$ cat config.mk
export PLATFORM = sky130hd
export DESIGN_NAME = bson_element_tokenizer_top
export DESIGN_NICKNAME = d
export VERILOG_FILES = /design/src/rtl/core/bet_pkg.sv /design/src/rtl/core/bson_element_tokenizer_top.sv
export SDC_FILE = /design/constraint.sdc
export NUM_CORES = 1
export LEC_CHECK = 0
export BUFFER_PORTS_ARGS = -buffer_cell sky130_fd_sc_hd__buf_2
export CORE_MARGIN = 1
export CORE_UTILIZATION = 25
export DETAILED_ROUTE_END_ITERATION = 10
export PLACE_DENSITY = 0.41
export SYNTH_ARGS = -nofsm -noshare
export SYNTH_HDL_FRONTEND = slang
export SYNTH_SLANG_ARGS = --single-unit
$ cat constraint.sdc
create_clock -name clk -period 4.1 [get_ports clk]
set_clock_uncertainty 0.1 [all_clocks]
set_input_delay 0.205 -clock clk [delete_from_list [all_inputs] [get_ports clk]]
set_output_delay 0.205 -clock clk [all_outputs]
set_load 0.02 [all_outputs]
$ cat src/rtl/core/bet_pkg.sv
// bet_pkg: shared types, codes and helpers for the bson element tokenizer
// no dependencies; used by bson_element_tokenizer_top
package bet_pkg;

  localparam int LENGTH_BITS = 25;

  typedef logic [LENGTH_BITS-1:0] len_t;

  // largest length a field may carry, kept one bit wider than a length word
  localparam logic [32:0] LEN_MAX = (33'd1 << LENGTH_BITS) - 33'd1;

  typedef enum logic [2:0] {
    ROLE_DOC_LEN  = 3'd0,
    ROLE_TYPE     = 3'd1,
    ROLE_KEY      = 3'd2,
    ROLE_VAL_HDR  = 3'd3,
    ROLE_VAL_DATA = 3'd4,
    ROLE_STR_END  = 3'd5,
    ROLE_DOC_END  = 3'd6,
    ROLE_DISCARD  = 3'd7
  } role_t;

  typedef enum logic [1:0] {
    ERR_NONE    = 2'd0,
    ERR_TYPE    = 2'd1,
    ERR_LENGTH  = 2'd2,
    ERR_OVERRUN = 2'd3
  } err_t;

  localparam logic [7:0] T_DOUBLE    = 8'h01;
  localparam logic [7:0] T_STRING    = 8'h02;
  localparam logic [7:0] T_DOCUMENT  = 8'h03;
  localparam logic [7:0] T_ARRAY     = 8'h04;
  localparam logic [7:0] T_BINARY    = 8'h05;
  localparam logic [7:0] T_OBJECTID  = 8'h07;
  localparam logic [7:0] T_BOOLEAN   = 8'h08;
  localparam logic [7:0] T_DATETIME  = 8'h09;
  localparam logic [7:0] T_REGEX     = 8'h0B;
  localparam logic [7:0] T_DBPOINTER = 8'h0C;
  localparam logic [7:0] T_CODE      = 8'h0D;
  localparam logic [7:0] T_SYMBOL    = 8'h0E;
  localparam logic [7:0] T_CODE_W_S  = 8'h0F;
  localparam logic [7:0] T_INT32     = 8'h10;
  localparam logic [7:0] T_TIMESTAMP = 8'h11;
  localparam logic [7:0] T_INT64     = 8'h12;
  localparam logic [7:0] T_LAST_STD  = 8'h12;
  localparam logic [7:0] T_MAXKEY    = 8'h7F;
  localparam logic [7:0] T_MINKEY    = 8'hFF;

  function automatic logic is_known_type(input logic [7:0] t);
    return (t >= T_DOUBLE && t <= T_LAST_STD) || t == T_MAXKEY || t == T_MINKEY;
  endfunction

  function automatic logic is_string_type(input logic [7:0] t);
    return t == T_STRING || t == T_CODE || t == T_SYMBOL;
  endfunction

endpackage

$ cat src/rtl/core/bson_element_tokenizer_top.sv
// bson_element_tokenizer_top: labels each byte of a packed bson document stream
// depends on bet_pkg for codes, length width and type helpers
//
// output: an accepted byte's labelled word is registered and shows in the next cycle
// throughput: one byte per cycle while out_ready holds; the output register takes a new word while
//   the previous one is taken in the same cycle
// reset: synchronous active-low rst_n clears parser state, the sticky error
//   and the output valid; the block expects a document length word next
module bson_element_tokenizer_top (
  input  logic       clk,
  input  logic       rst_n,
  input  logic       in_valid,
  output logic       in_ready,
  input  logic [7:0] in_data_byte,
  output logic       out_valid,
  input  logic       out_ready,
  output logic [2:0] out_byte_role,
  output logic [7:0] out_element_type,
  output logic [7:0] out_byte_out,
  output logic       out_value_part,
  output logic       out_element_last,
  output logic       out_document_last,
  output logic [1:0] out_error_code
);

  typedef enum logic [2:0] {
    PH_DOCLEN,
    PH_TYPE,
    PH_KEY,
    PH_LEN,
    PH_SUBTYPE,
    PH_BODY,
    PH_STREND,
    PH_CSTR
  } phase_t;

  typedef enum logic [1:0] {
    SUB_FIRST  = 2'd0,
    SUB_SECOND = 2'd1,
    SUB_TOTAL  = 2'd2
  } sub_t;

  phase_t        phase_r, phase_nxt;
  sub_t          sub_r, sub_nxt;
  logic [7:0]    cur_type_r, cur_type_nxt;
  bet_pkg::len_t doc_rem_r, doc_rem_nxt;
  bet_pkg::len_t piece_r, piece_nxt;
  logic [23:0]   gather_r, gather_nxt;
  logic [1:0]    lbi_r, lbi_nxt;
  bet_pkg::err_t err_r, err_nxt;

  logic          out_valid_r;
  bet_pkg::role_t role_r, role_nxt;
  logic [7:0]    etype_r, etype_nxt;
  logic [7:0]    byte_r;
  logic          part_r, part_nxt;
  logic          el_r, el_nxt;
  logic          dl_r, dl_nxt;

  logic          acc;
  logic [7:0]    b;
  logic [31:0]   len_full;
  logic          len_big;
  logic          gather_done;
  logic          fail;
  bet_pkg::err_t fail_code;
  logic [7:0]    t;

  assign in_ready = !out_valid_r || out_ready;
  assign acc      = in_valid && in_ready;
  assign b        = in_data_byte;

  // length word completes with the fourth byte
  assign len_full    = {b, gather_r};
  assign len_big     = {1'b0, len_full} > bet_pkg::LEN_MAX;
  assign gather_done = (lbi_r == 2'd3);

  always_comb begin
    phase_nxt    = phase_r;
    sub_nxt      = sub_r;
    cur_type_nxt = cur_type_r;
    doc_rem_nxt  = doc_rem_r;
    piece_nxt    = piece_r;
    lbi_nxt      = lbi_r;
    err_nxt      = err_r;
    gather_nxt   = gather_r;
    role_nxt     = bet_pkg::ROLE_DISCARD;
    t            = cur_type_r;
    etype_nxt    = cur_type_r;
    part_nxt     = (sub_r == SUB_SECOND);
    el_nxt       = 1'b0;
    dl_nxt       = 1'b0;
    fail         = 1'b0;
    fail_code    = bet_pkg::ERR_NONE;

    case (lbi_r)
      2'd0:    gather_nxt = {16'h0000, b};
      2'd1:    gather_nxt[15:8] = b;
      2'd2:    gather_nxt[23:16] = b;
      default: gather_nxt = gather_r;
    endcase

    if (err_r != bet_pkg::ERR_NONE) begin
      part_nxt = 1'b0;
    end else if (phase_r == PH_DOCLEN) begin
      role_nxt  = bet_pkg::ROLE_DOC_LEN;
      etype_nxt = 8'h00;
      part_nxt  = 1'b0;
      lbi_nxt   = lbi_r + 2'd1;
      if (gather_done) begin
        if (len_full < 32'd5 || len_big) begin
          fail      = 1'b1;
          fail_code = bet_pkg::ERR_LENGTH;
        end else begin
          doc_rem_nxt = len_full[bet_pkg::LENGTH_BITS-1:0] - bet_pkg::len_t'(4);
          phase_nxt   = PH_TYPE;
        end
      end
    end else if (phase_r == PH_TYPE && doc_rem_r <= bet_pkg::len_t'(1)) begin
      // terminator position of the document
      if (b != 8'h00) begin
        fail      = 1'b1;
        fail_code = bet_pkg::ERR_OVERRUN;
      end else begin
        role_nxt    = bet_pkg::ROLE_DOC_END;
        etype_nxt   = 8'h00;
        part_nxt    = 1'b0;
        dl_nxt      = 1'b1;
        doc_rem_nxt = '0;
        phase_nxt   = PH_DOCLEN;
        lbi_nxt     = 2'd0;
      end
    end else if (doc_rem_r < bet_pkg::len_t'(2)) begin
      fail      = 1'b1;
      fail_code = bet_pkg::ERR_OVERRUN;
    end else begin
      case (phase_r)
        PH_TYPE: begin
          if (b == 8'h00) begin
            fail      = 1'b1;
            fail_code = bet_pkg::ERR_OVERRUN;
          end else if (!bet_pkg::is_known_type(b)) begin
            fail      = 1'b1;
            fail_code = bet_pkg::ERR_TYPE;
          end else begin
            cur_type_nxt = b;
            t            = b;
            etype_nxt    = b;
            sub_nxt      = SUB_FIRST;
            part_nxt     = 1'b0;
            phase_nxt    = PH_KEY;
            role_nxt     = bet_pkg::ROLE_TYPE;
          end
        end
        PH_KEY: begin
          if (b != 8'h00) begin
            role_nxt = bet_pkg::ROLE_KEY;
          end else begin
            role_nxt = bet_pkg::ROLE_STR_END;
            lbi_nxt  = 2'd0;
            if (t == bet_pkg::T_DOUBLE || t == bet_pkg::T_DATETIME ||
                t == bet_pkg::T_TIMESTAMP || t == bet_pkg::T_INT64) begin
              piece_nxt = bet_pkg::len_t'(8);
              phase_nxt = PH_BODY;
            end else if (t == bet_pkg::T_INT32) begin
              piece_nxt = bet_pkg::len_t'(4);
              phase_nxt = PH_BODY;
            end else if (t == bet_pkg::T_OBJECTID) begin
              piece_nxt = bet_pkg::len_t'(12);
              phase_nxt = PH_BODY;
            end else if (t == bet_pkg::T_BOOLEAN) begin
              piece_nxt = bet_pkg::len_t'(1);
              phase_nxt = PH_BODY;
            end else if (t == bet_pkg::T_REGEX) begin
              phase_nxt = PH_CSTR;
            end else if (t == bet_pkg::T_CODE_W_S) begin
              sub_nxt   = SUB_TOTAL;
              phase_nxt = PH_LEN;
            end else if (bet_pkg::is_string_type(t) || t == bet_pkg::T_DBPOINTER ||
                         t == bet_pkg::T_DOCUMENT || t == bet_pkg::T_ARRAY ||
                         t == bet_pkg::T_BINARY) begin
              phase_nxt = PH_LEN;
            end else begin
              el_nxt = 1'b1;
            end
          end
        end
        PH_LEN: begin
          role_nxt = bet_pkg::ROLE_VAL_HDR;
          lbi_nxt  = lbi_r + 2'd1;
          if (gather_done) begin
            if (len_big) begin
              fail      = 1'b1;
              fail_code = bet_pkg::ERR_LENGTH;
            end else if (t == bet_pkg::T_CODE_W_S && sub_r == SUB_TOTAL) begin
              if (len_full < 32'd14) begin
                fail      = 1'b1;
                fail_code = bet_pkg::ERR_LENGTH;
              end else begin
                sub_nxt = SUB_FIRST;
              end
            end else if (t == bet_pkg::T_BINARY) begin
              piece_nxt = len_full[bet_pkg::LENGTH_BITS-1:0];
              phase_nxt = PH_SUBTYPE;
            end else if (t == bet_pkg::T_DOCUMENT || t == bet_pkg::T_ARRAY ||
                         (t == bet_pkg::T_CODE_W_S && sub_r == SUB_SECOND)) begin
              if (len_full < 32'd5) begin
                fail      = 1'b1;
                fail_code = bet_pkg::ERR_LENGTH;
              end else begin
                piece_nxt = len_full[bet_pkg::LENGTH_BITS-1:0] - bet_pkg::len_t'(4);
                phase_nxt = PH_BODY;
              end
            end else begin
              if (len_full == 32'd0) begin
                fail      = 1'b1;
                fail_code = bet_pkg::ERR_LENGTH;
              end else begin
                piece_nxt = len_full[bet_pkg::LENGTH_BITS-1:0] - bet_pkg::len_t'(1);
                // a length of one holds only the ending zero
                phase_nxt = (len_full == 32'd1) ? PH_STREND : PH_BODY;
              end
            end
          end
        end
        PH_SUBTYPE: begin
          role_nxt = bet_pkg::ROLE_VAL_HDR;
          if (piece_r == '0) begin
            el_nxt = 1'b1;
          end else begin
            phase_nxt = PH_BODY;
          end
        end
        PH_BODY: begin
          role_nxt = bet_pkg::ROLE_VAL_DATA;
          if (piece_r > bet_pkg::len_t'(1)) begin
            piece_nxt = piece_r - bet_pkg::len_t'(1);
          end else begin
            piece_nxt = '0;
            if (bet_pkg::is_string_type(t) ||
                ((t == bet_pkg::T_DBPOINTER || t == bet_pkg::T_CODE_W_S) &&
                 sub_r == SUB_FIRST)) begin
              phase_nxt = PH_STREND;
            end else begin
              el_nxt = 1'b1;
            end
          end
        end
        PH_STREND: begin
          if (b != 8'h00) begin
            fail      = 1'b1;
            fail_code = bet_pkg::ERR_OVERRUN;
          end else begin
            role_nxt = bet_pkg::ROLE_STR_END;
            if (t == bet_pkg::T_DBPOINTER) begin
              sub_nxt   = SUB_SECOND;
              piece_nxt = bet_pkg::len_t'(12);
              phase_nxt = PH_BODY;
            end else if (t == bet_pkg::T_CODE_W_S) begin
              sub_nxt   = SUB_SECOND;
              lbi_nxt   = 2'd0;
              phase_nxt = PH_LEN;
            end else begin
              el_nxt = 1'b1;
            end
          end
        end
        default: begin
          // regex: pattern cstring then options cstring
          if (b != 8'h00) begin
            role_nxt = bet_pkg::ROLE_VAL_DATA;
          end else begin
            role_nxt = bet_pkg::ROLE_STR_END;
            if (sub_r == SUB_FIRST) begin
              sub_nxt = SUB_SECOND;
            end else begin
              el_nxt = 1'b1;
            end
          end
        end
      endcase

      doc_rem_nxt = doc_rem_r - bet_pkg::len_t'(1);
      if (el_nxt) begin
        phase_nxt = PH_TYPE;
        sub_nxt   = SUB_FIRST;
        piece_nxt = '0;
      end
    end

    // any fault discards the word and latches the code; the rest is moot
    if (fail) begin
      err_nxt   = fail_code;
      role_nxt  = bet_pkg::ROLE_DISCARD;
      etype_nxt = cur_type_r;
      part_nxt  = 1'b0;
      el_nxt    = 1'b0;
      dl_nxt    = 1'b0;
    end
  end

  always_ff @(posedge clk) begin
    if (!rst_n) begin
      phase_r     <= PH_DOCLEN;
      sub_r       <= SUB_FIRST;
      cur_type_r  <= 8'h00;
      doc_rem_r   <= '0;
      piece_r     <= '0;
      lbi_r       <= 2'd0;
      err_r       <= bet_pkg::ERR_NONE;
      out_valid_r <= 1'b0;
    end else begin
      out_valid_r <= acc || (out_valid_r && !out_ready);
      if (acc) begin
        phase_r    <= phase_nxt;
        sub_r      <= sub_nxt;
        cur_type_r <= cur_type_nxt;
        doc_rem_r  <= doc_rem_nxt;
        piece_r    <= piece_nxt;
        lbi_r      <= lbi_nxt;
        err_r      <= err_nxt;
        gather_r   <= gather_nxt;
        role_r     <= role_nxt;
        etype_r    <= etype_nxt;
        byte_r     <= b;
        part_r     <= part_nxt;
        el_r       <= el_nxt;
        dl_r       <= dl_nxt;
      end
    end
  end

  assign out_valid         = out_valid_r;
  assign out_byte_role     = role_r;
  assign out_element_type  = etype_r;
  assign out_byte_out      = byte_r;
  assign out_value_part    = part_r;
  assign out_element_last  = el_r;
  assign out_document_last = dl_r;
  assign out_error_code    = err_r;

endmodule
# Word-level counts from Yosys, hierarchy flattened

Index checks and enable logic that the tools add are counted.

Bits in registers: 114
Input bits: 12
Output and inout bits: 26
Logic and storage cells: 334

Add/sub/neg operators: 5
$lt $le $gt $ge: 8
Eq/ne operators: 73
Mux-type cells: 168
Bitwise operators: 4
Reductions and logical operators: 59

Operators with widths:

| cell                                                             | number |
|---|---|
| two-way mux 25 bit                                               | 22 |
| two-way mux 3 bit                                                | 36 |
| case mux 25 bit (4 select lines)                                 | 1 |
| two-way mux 2 bit                                                | 44 |
| subtractor 25 x 1 -> 25 bit (second input constant)              | 3 |
| two-way mux 8 bit                                                | 9 |
| == test 8 x 4 -> 1 bit (second input constant)                   | 7 |
| inequality test 3 bit (second input constant)                    | 16 |
| two-way mux 1 bit                                                | 47 |
| inequality test 5 bit (second input constant)                    | 8 |
| == test 32 x 1 -> 1 bit (second input constant)                  | 1 |
| greater-than comparator 32 x 25 -> 1 bit (second input constant) | 1 |
| logical NOT 32 bit                                               | 1 |
| less-than comparator 32 x 3 -> 1 bit (second input constant)     | 1 |
| less-than comparator 32 x 4 -> 1 bit (second input constant)     | 1 |
| case mux 8 bit (2 select lines)                                  | 2 |
| greater-than comparator 25 x 1 -> 1 bit (second input constant)  | 1 |
| less-or-equal comparator 25 x 1 -> 1 bit (second input constant) | 1 |
| logical NOT 25 bit                                               | 1 |
| less-than comparator 25 x 2 -> 1 bit (second input constant)     | 1 |
| subtractor 25 x 3 -> 25 bit (second input constant)              | 1 |
| == test 8 x 3 -> 1 bit (second input constant)                   | 3 |
| == test 8 x 5 -> 1 bit (second input constant)                   | 3 |
| inequality test 4 bit (second input constant)                    | 6 |
| 52 further kinds                                                 | 100 |

# Longest topological paths before layout

Depth after elaboration: 24
Mapped depth: 12
Mapped depth without buffers: 10

# Least setup slack after synthesis

OpenSTA, ideal clock, no wires.

Path type: register to register
Start: register piece_r[17]
End: register piece_r[3]
Setup time: 0.070 ns
Data arrival time: 3.300 ns
Required time: 3.930 ns
Slack: 0.629 ns
Stages on the path, launching flop included: 12
Path buffers: 3
Period minus slack after synthesis: 3.471 ns
Cells stage by stage: dfxtp_1 -> or4_1 -> buf_2 -> or4_1 -> buf_2 -> or4_4 -> o211ai_2 -> nor3_2 -> or3b_4 -> buf_6 -> or4_1 -> a21oi_1

Longest elaborated chain between the ends: 9
Elaborated cells between the ends (all ways): 23
Classes of those cells: order compare (1); eq/ne (9); mux (10); reduce/logical (3)

Ends and longest elaborated chain:

| element                                                                       | line                                                                 | RTL |
|---|---|---|
| start, declared                                                               | bson_element_tokenizer_top.sv:47                                     | `bet_pkg::len_t piece_r, piece_nxt;` |
| start signal, assigned                                                        | bson_element_tokenizer_top.sv:319                                    | `piece_r <= piece_nxt;` |
| greater-than comparator 25 x 1 -> 1 bit or logical NOT 25 bit (tied branches) | bson_element_tokenizer_top.sv:236, bson_element_tokenizer_top.sv:228 |  |
| two-way mux 1 bit, on equally long branches                                   | bson_element_tokenizer_top.sv:236, bson_element_tokenizer_top.sv:228 |  |
| case mux 1 bit (5 select lines)                                               | bson_element_tokenizer_top.sv:137                                    | `case (phase_r)` |
| two-way mux 1 bit                                                             | bson_element_tokenizer_top.sv:133                                    | `end else if (doc_rem_r < bet_pkg::len_t'(2)) begin` |
| two-way mux 1 bit                                                             | bson_element_tokenizer_top.sv:119                                    | `end else if (phase_r == PH_TYPE && doc_rem_r <= bet_pkg::len_t'(1)) begin` |
| two-way mux 1 bit                                                             | bson_element_tokenizer_top.sv:105                                    | `end else if (phase_r == PH_DOCLEN) begin` |
| two-way mux 1 bit                                                             | bson_element_tokenizer_top.sv:103                                    | `if (err_r != bet_pkg::ERR_NONE) begin` |
| inequality test 6 bit (no source line), or another cell as far along          | --                                                                   |  |
| AND reduction 15 bit (no source line)                                         | --                                                                   |  |

Several ways; a longest one is shown, not always the timed one. The select of a mux whose other input is x is not followed.
A chain may end at the register's enable or synchronous reset.

# Worst setup path in the final report

Same ends and word-level chain as after synthesis.

==> run_summary.xml <==
<?xml version="1.0" encoding="UTF-8"?>
<metrics>
  <group name="routing">
    <metric name="post_drt_wl_per_cell" unit="um">20.4</metric>
    <metric name="drc" unit="">0</metric>
    <metric name="detail_route.iter0.violations" unit="">740</metric>
    <metric name="postRouteWirelength" unit="um">29300</metric>
    <metric name="post_drt_via_cell_ratio" unit="">5.45</metric>
    <metric name="dr_total_vias" unit="">7808</metric>
    <metric name="dr.pass1.iters" unit="">5</metric>
    <metric name="antenna_left" unit="">0</metric>
  </group>
  <group name="timing">
    <metric name="timing.setup.tns" unit="ns">0</metric>
    <metric name="finalCriticalPeriod" unit="ns">3.55</metric>
    <metric name="layout_worst_path_cycle_share" unit="%">86.7</metric>
    <metric name="rsz0062_at_grt" unit="">no</metric>
    <metric name="final-hold-violation-count" unit="">0</metric>
    <metric name="max_slew.worst_pin.slew" unit="ns">0.713</metric>
    <metric name="headroom_to_the_max_slew_limit" unit="%">52.3</metric>
    <metric name="setup_viol_count_final" unit="">0</metric>
    <metric name="fmaxAchievable" unit="MHz">281</metric>
    <metric name="slew_violations" unit="">0</metric>
  </group>
  <group name="power">
    <metric name="vdd_drop_max" unit="mV">0.257</metric>
    <metric name="power_frac_comb" unit="%">5.7</metric>
    <metric name="p_leak" unit="nW">3.14</metric>
    <metric name="swShare" unit="%">27.5</metric>
    <metric name="share_clk_of_total_power" unit="%">51.7</metric>
    <metric name="power_report.internal_total" unit="W">0.00211</metric>
    <metric name="power-per-cell-area" unit="mW/mm2">318</metric>
    <metric name="seq_power_share" unit="%">42.5</metric>
    <metric name="power.net_switching" unit="W">0.000798</metric>
  </group>
  <group name="logic_synthesis">
    <metric name="count_of_flip_flops_with_a_built_in_enable_after_synthesis" unit="">46</metric>
    <metric name="yosys.area.top_type_share" unit="%">17.9</metric>
    <metric name="synth_fp_nets" unit="">1006</metric>
    <metric name="post_synth_main_area_contributors" unit="">sky130_fd_sc_hd__edfxtp_1 18%, sky130_fd_sc_hd__dfxtp_1 18%, sky130_fd_sc_hd__nor2_1 5.9%</metric>
    <metric name="ys_types" unit="">71</metric>
    <metric name="postSynthCellCount" unit="">980</metric>
    <metric name="synthesis.area" unit="mm2">0.00774</metric>
    <metric name="synth_area_per_cell" unit="um2">7.90</metric>
    <metric name="synth_area_leader_cell" unit="">sky130_fd_sc_hd__edfxtp_1</metric>
    <metric name="yosysSeqAreaShare" unit="%">35.4</metric>
    <metric name="synth-async-reset-ratio" unit="%">0</metric>
    <metric name="ys_warn_count" unit="">0</metric>
    <metric name="yosys_most_used_dff" unit="">sky130_fd_sc_hd__dfxtp_1</metric>
    <metric name="yosys_register_bits" unit="">114</metric>
  </group>
  <group name="clocking">
    <metric name="clkSinkCount" unit="">114</metric>
    <metric name="cts_tree" unit="">built</metric>
    <metric name="numCtsBuffers" unit="">17</metric>
    <metric name="worst_skew_pair.late_latency" unit="ns">0.43</metric>
    <metric name="cts_root_buf" unit="">sky130_fd_sc_hd__clkbuf_16</metric>
    <metric name="h-tree-depth" unit="">4</metric>
    <metric name="cts_max_path_buffers" unit="">2</metric>
    <metric name="clk_pin_slew_worst_paths" unit="ns">0.07</metric>
    <metric name="cts.repair_timing.setup_buffer_count" unit="">0</metric>
  </group>
  <group name="critical_path">
    <metric name="worst_path_max_delay_cell" unit="">sky130_fd_sc_hd__or4_1</metric>
    <metric name="worstSetupStartpointType" unit="">flop</metric>
    <metric name="critical_path_required" unit="ns">4.36</metric>
    <metric name="critPathCaptureType" unit="">flop</metric>
    <metric name="critical_path.max_stage_delay" unit="ns">0.65</metric>
    <metric name="path_buf_inv" unit="">0</metric>
    <metric name="worst_path_dominant_cell_family" unit="">simple AND/OR/NAND/NOR gates</metric>
    <metric name="worst_ep_arrival_time" unit="ns">3.82</metric>
    <metric name="path_common_cell" unit="">sky130_fd_sc_hd__or4_1</metric>
    <metric name="path_cells" unit="">or4_1, or4_1, or4_4, o211ai_2, nor3_2, or3b_4, or4_1, a21oi_1</metric>
    <metric name="criticalPathCategory" unit="">flop to flop</metric>
    <metric name="crit_path_max_fanout" unit="">7</metric>
  </group>
  <group name="floorplan">
    <metric name="floorplan.die.width" unit="um">178</metric>
    <metric name="design.core.area" unit="mm2">0.0305</metric>
    <metric name="die_h" unit="um">178</metric>
    <metric name="die-area" unit="mm2">0.0317</metric>
    <metric name="placement_rows" unit="">64</metric>
    <metric name="num_io_pins" unit="">38</metric>
    <metric name="initial_core_util" unit="%">25.4</metric>
  </group>
  <group name="global_routing">
    <metric name="global_route_total_usage_across_every_layer" unit="%">19.1</metric>
    <metric name="overflow" unit="">0</metric>
    <metric name="antenna_found_initial" unit="">0</metric>
    <metric name="grt_start_max_net_pins" unit="">45</metric>
    <metric name="first_global_vias" unit="">7358</metric>
    <metric name="wire_length_of_the_first_global_routing_pass" unit="um">45600</metric>
  </group>
  <group name="cells_and_area">
    <metric name="utilization" unit="%">29.9</metric>
    <metric name="syn_to_final_growth" unit="%">18.0</metric>
    <metric name="postLayoutCellArea" unit="mm2">0.00913</metric>
    <metric name="insertedDiodeCount" unit="">0</metric>
    <metric name="net_count_of_the_finished_layout" unit="">1050</metric>
    <metric name="stdcell_count" unit="">1433</metric>
    <metric name="fraction_of_final_layout_cells_sized_beyond_drive_strength_1" unit="%">12.8</metric>
  </group>
  <group name="placed_design">
    <metric name="portBuffers" unit="">37</metric>
    <metric name="dp.final_hpwl" unit="um">21200</metric>
    <metric name="placedCellCount" unit="">1400</metric>
    <metric name="placedInstanceArea" unit="mm2">0.00855</metric>
    <metric name="gpl.final_weighted_congestion" unit="">0.883</metric>
  </group>
  <group name="run_status">
    <metric name="run_status" unit="">finished clean</metric>
  </group>
  <group name="flow_run">
    <metric name="timing.max_cap.violations" unit="">0</metric>
  </group>
  <group name="min_path">
    <metric name="worst_hold_path_type" unit="">primary input to flop</metric>
  </group>
</metrics>
[through the flow]
stage               hold slack [ns]  setup WS, ns  power, W
floorplan                     0.204         0.629   0.00135
global placement              0.361         0.609   0.00143
detailed placement            0.368         0.565   0.00143
CTS                          0.0312         0.557   0.00294
global route                 0.0332         0.417   0.00301
finish                       0.0473         0.545   0.00291
[layout make-up]
type	instances	area, um2
fill	3265	21400
inverter	20	75.1
clock inverter	15	148
sequential	114	2740
clock buffer	17	425
multi-input combinational	790	4720
tap	396	495
timing repair buffer	81	531
[cell families (layout without fill, tap and decap cells)]
kind of cell | count (synthesis) | count (layout) | synth area share [%]
xor+xnor | 40 | 40 | 4.53
flops | 114 | 114 | 35.4
fa+ha+maj | 15 | 15 | 2.39
mux | 11 | 11 | 1.44
simple gates | 427 | 427 | 27.8
buf+inv | 76 | 133 | 3.82
compound gates | 297 | 297 | 24.6
[what timing repair did]
| action | 4_1_cts | 5_1_grt |
|---|---|---|
| hold endpoints to repair | 1 | 0 |
| hold buffers | 1 | 0 |
| gates resized for setup | 0 | 0 |
[cells in the mapped netlist, drive strengths merged, types with 4 or more instances]
cell type / count
inv: 19
clkbuf: 49
a22o: 9
nor2b: 4
xor2: 15
a211oi: 12
nor2: 121
a221oi: 6
or3: 9
nand3: 30
dfxtp: 68
nand2: 83
a22oi: 20
a32o: 4
a21o: 5
nand4: 10
and3: 8
o22ai: 14
a2111oi: 4
or2: 6
nor3: 52
edfxtp: 46
ha: 14
a31oi: 4
xnor2: 25
nor4: 25
and2: 25
or4: 17
o31ai: 10
o32ai: 14
nor4b: 5
a21oi: 72
o21ai: 90
o211ai: 8
mux2i: 10
nand4b: 5
nand2b: 16
buf: 7
[layout by cell type, fill, tap and decap left out, types with 30 or more instances in the layout]
cell                       Yosys  layout
sky130_fd_sc_hd__nor3_1       50      50
sky130_fd_sc_hd__edfxtp_1     46      46
sky130_fd_sc_hd__o21ai_0      89      89
sky130_fd_sc_hd__nand3_1      30      30
sky130_fd_sc_hd__dfxtp_1      68      68
sky130_fd_sc_hd__a21oi_1      72      72
sky130_fd_sc_hd__nor2_1      121     121
sky130_fd_sc_hd__nand2_1      83      83
sky130_fd_sc_hd__buf_2         2      37
sky130_fd_sc_hd__buf_4         0      42
[path summary, 6_finish.rpt]
check,slack (ns),to,from,cells after the start
worst max-delay path,0.55,piece_r[3],piece_r[17],8
worst min-delay path,0.05,out_byte_out[2],in_data_byte[2],1
worst max register to register,0.55,piece_r[3],piece_r[17],8
worst min register to register,0.38,piece_r[16],piece_r[16],2
[worst register-to-register path: stages, from the launching register on]
cell and delay, ns:
sky130_fd_sc_hd__dfxtp_1 0.36, sky130_fd_sc_hd__or4_1 0.65, sky130_fd_sc_hd__or4_1 0.58, sky130_fd_sc_hd__or4_4 0.54, sky130_fd_sc_hd__o211ai_2 0.11, sky130_fd_sc_hd__nor3_2 0.07, sky130_fd_sc_hd__or3b_4 0.40, sky130_fd_sc_hd__or4_1 0.55
sky130_fd_sc_hd__a21oi_1 0.15
[registers in the layout, indices dropped and copies added (netlist names), 2 cells and up]
register / cells
out_byte_role: 3
out_byte_out: 8
doc_rem_r: 25
out_error_code: 2
phase_r: 3
lbi_r: 2
sub_r: 2
gather_r: 24
cur_type_r: 8
out_element_type: 8
piece_r: 25
[per-layer routing]
metal,vias up,GRT usage (%),part of all wire [%],routed length (um)
met5,-,0,0,0
met4,0,4.42,1.1,329
met3,21,2.96,4.4,1280
met2,208,28.4,44,12800
met1,3804,28.6,51,14900
li1,3775,-,-,-
[power by group through the flow]
stage,Combinational [W],Sequential [W],Clock (W)
2_1_floorplan,0.0000919,0.00125,0
3_3_place_gp,0.000169,0.00126,0
3_5_place_dp,0.000167,0.00126,0
4_1_cts,0.000168,0.00123,0.00154
5_1_grt,0.000183,0.00124,0.00159
6_report,0.000167,0.00124,0.00150
No activity file was read; power rests on OpenSTA's default activity.
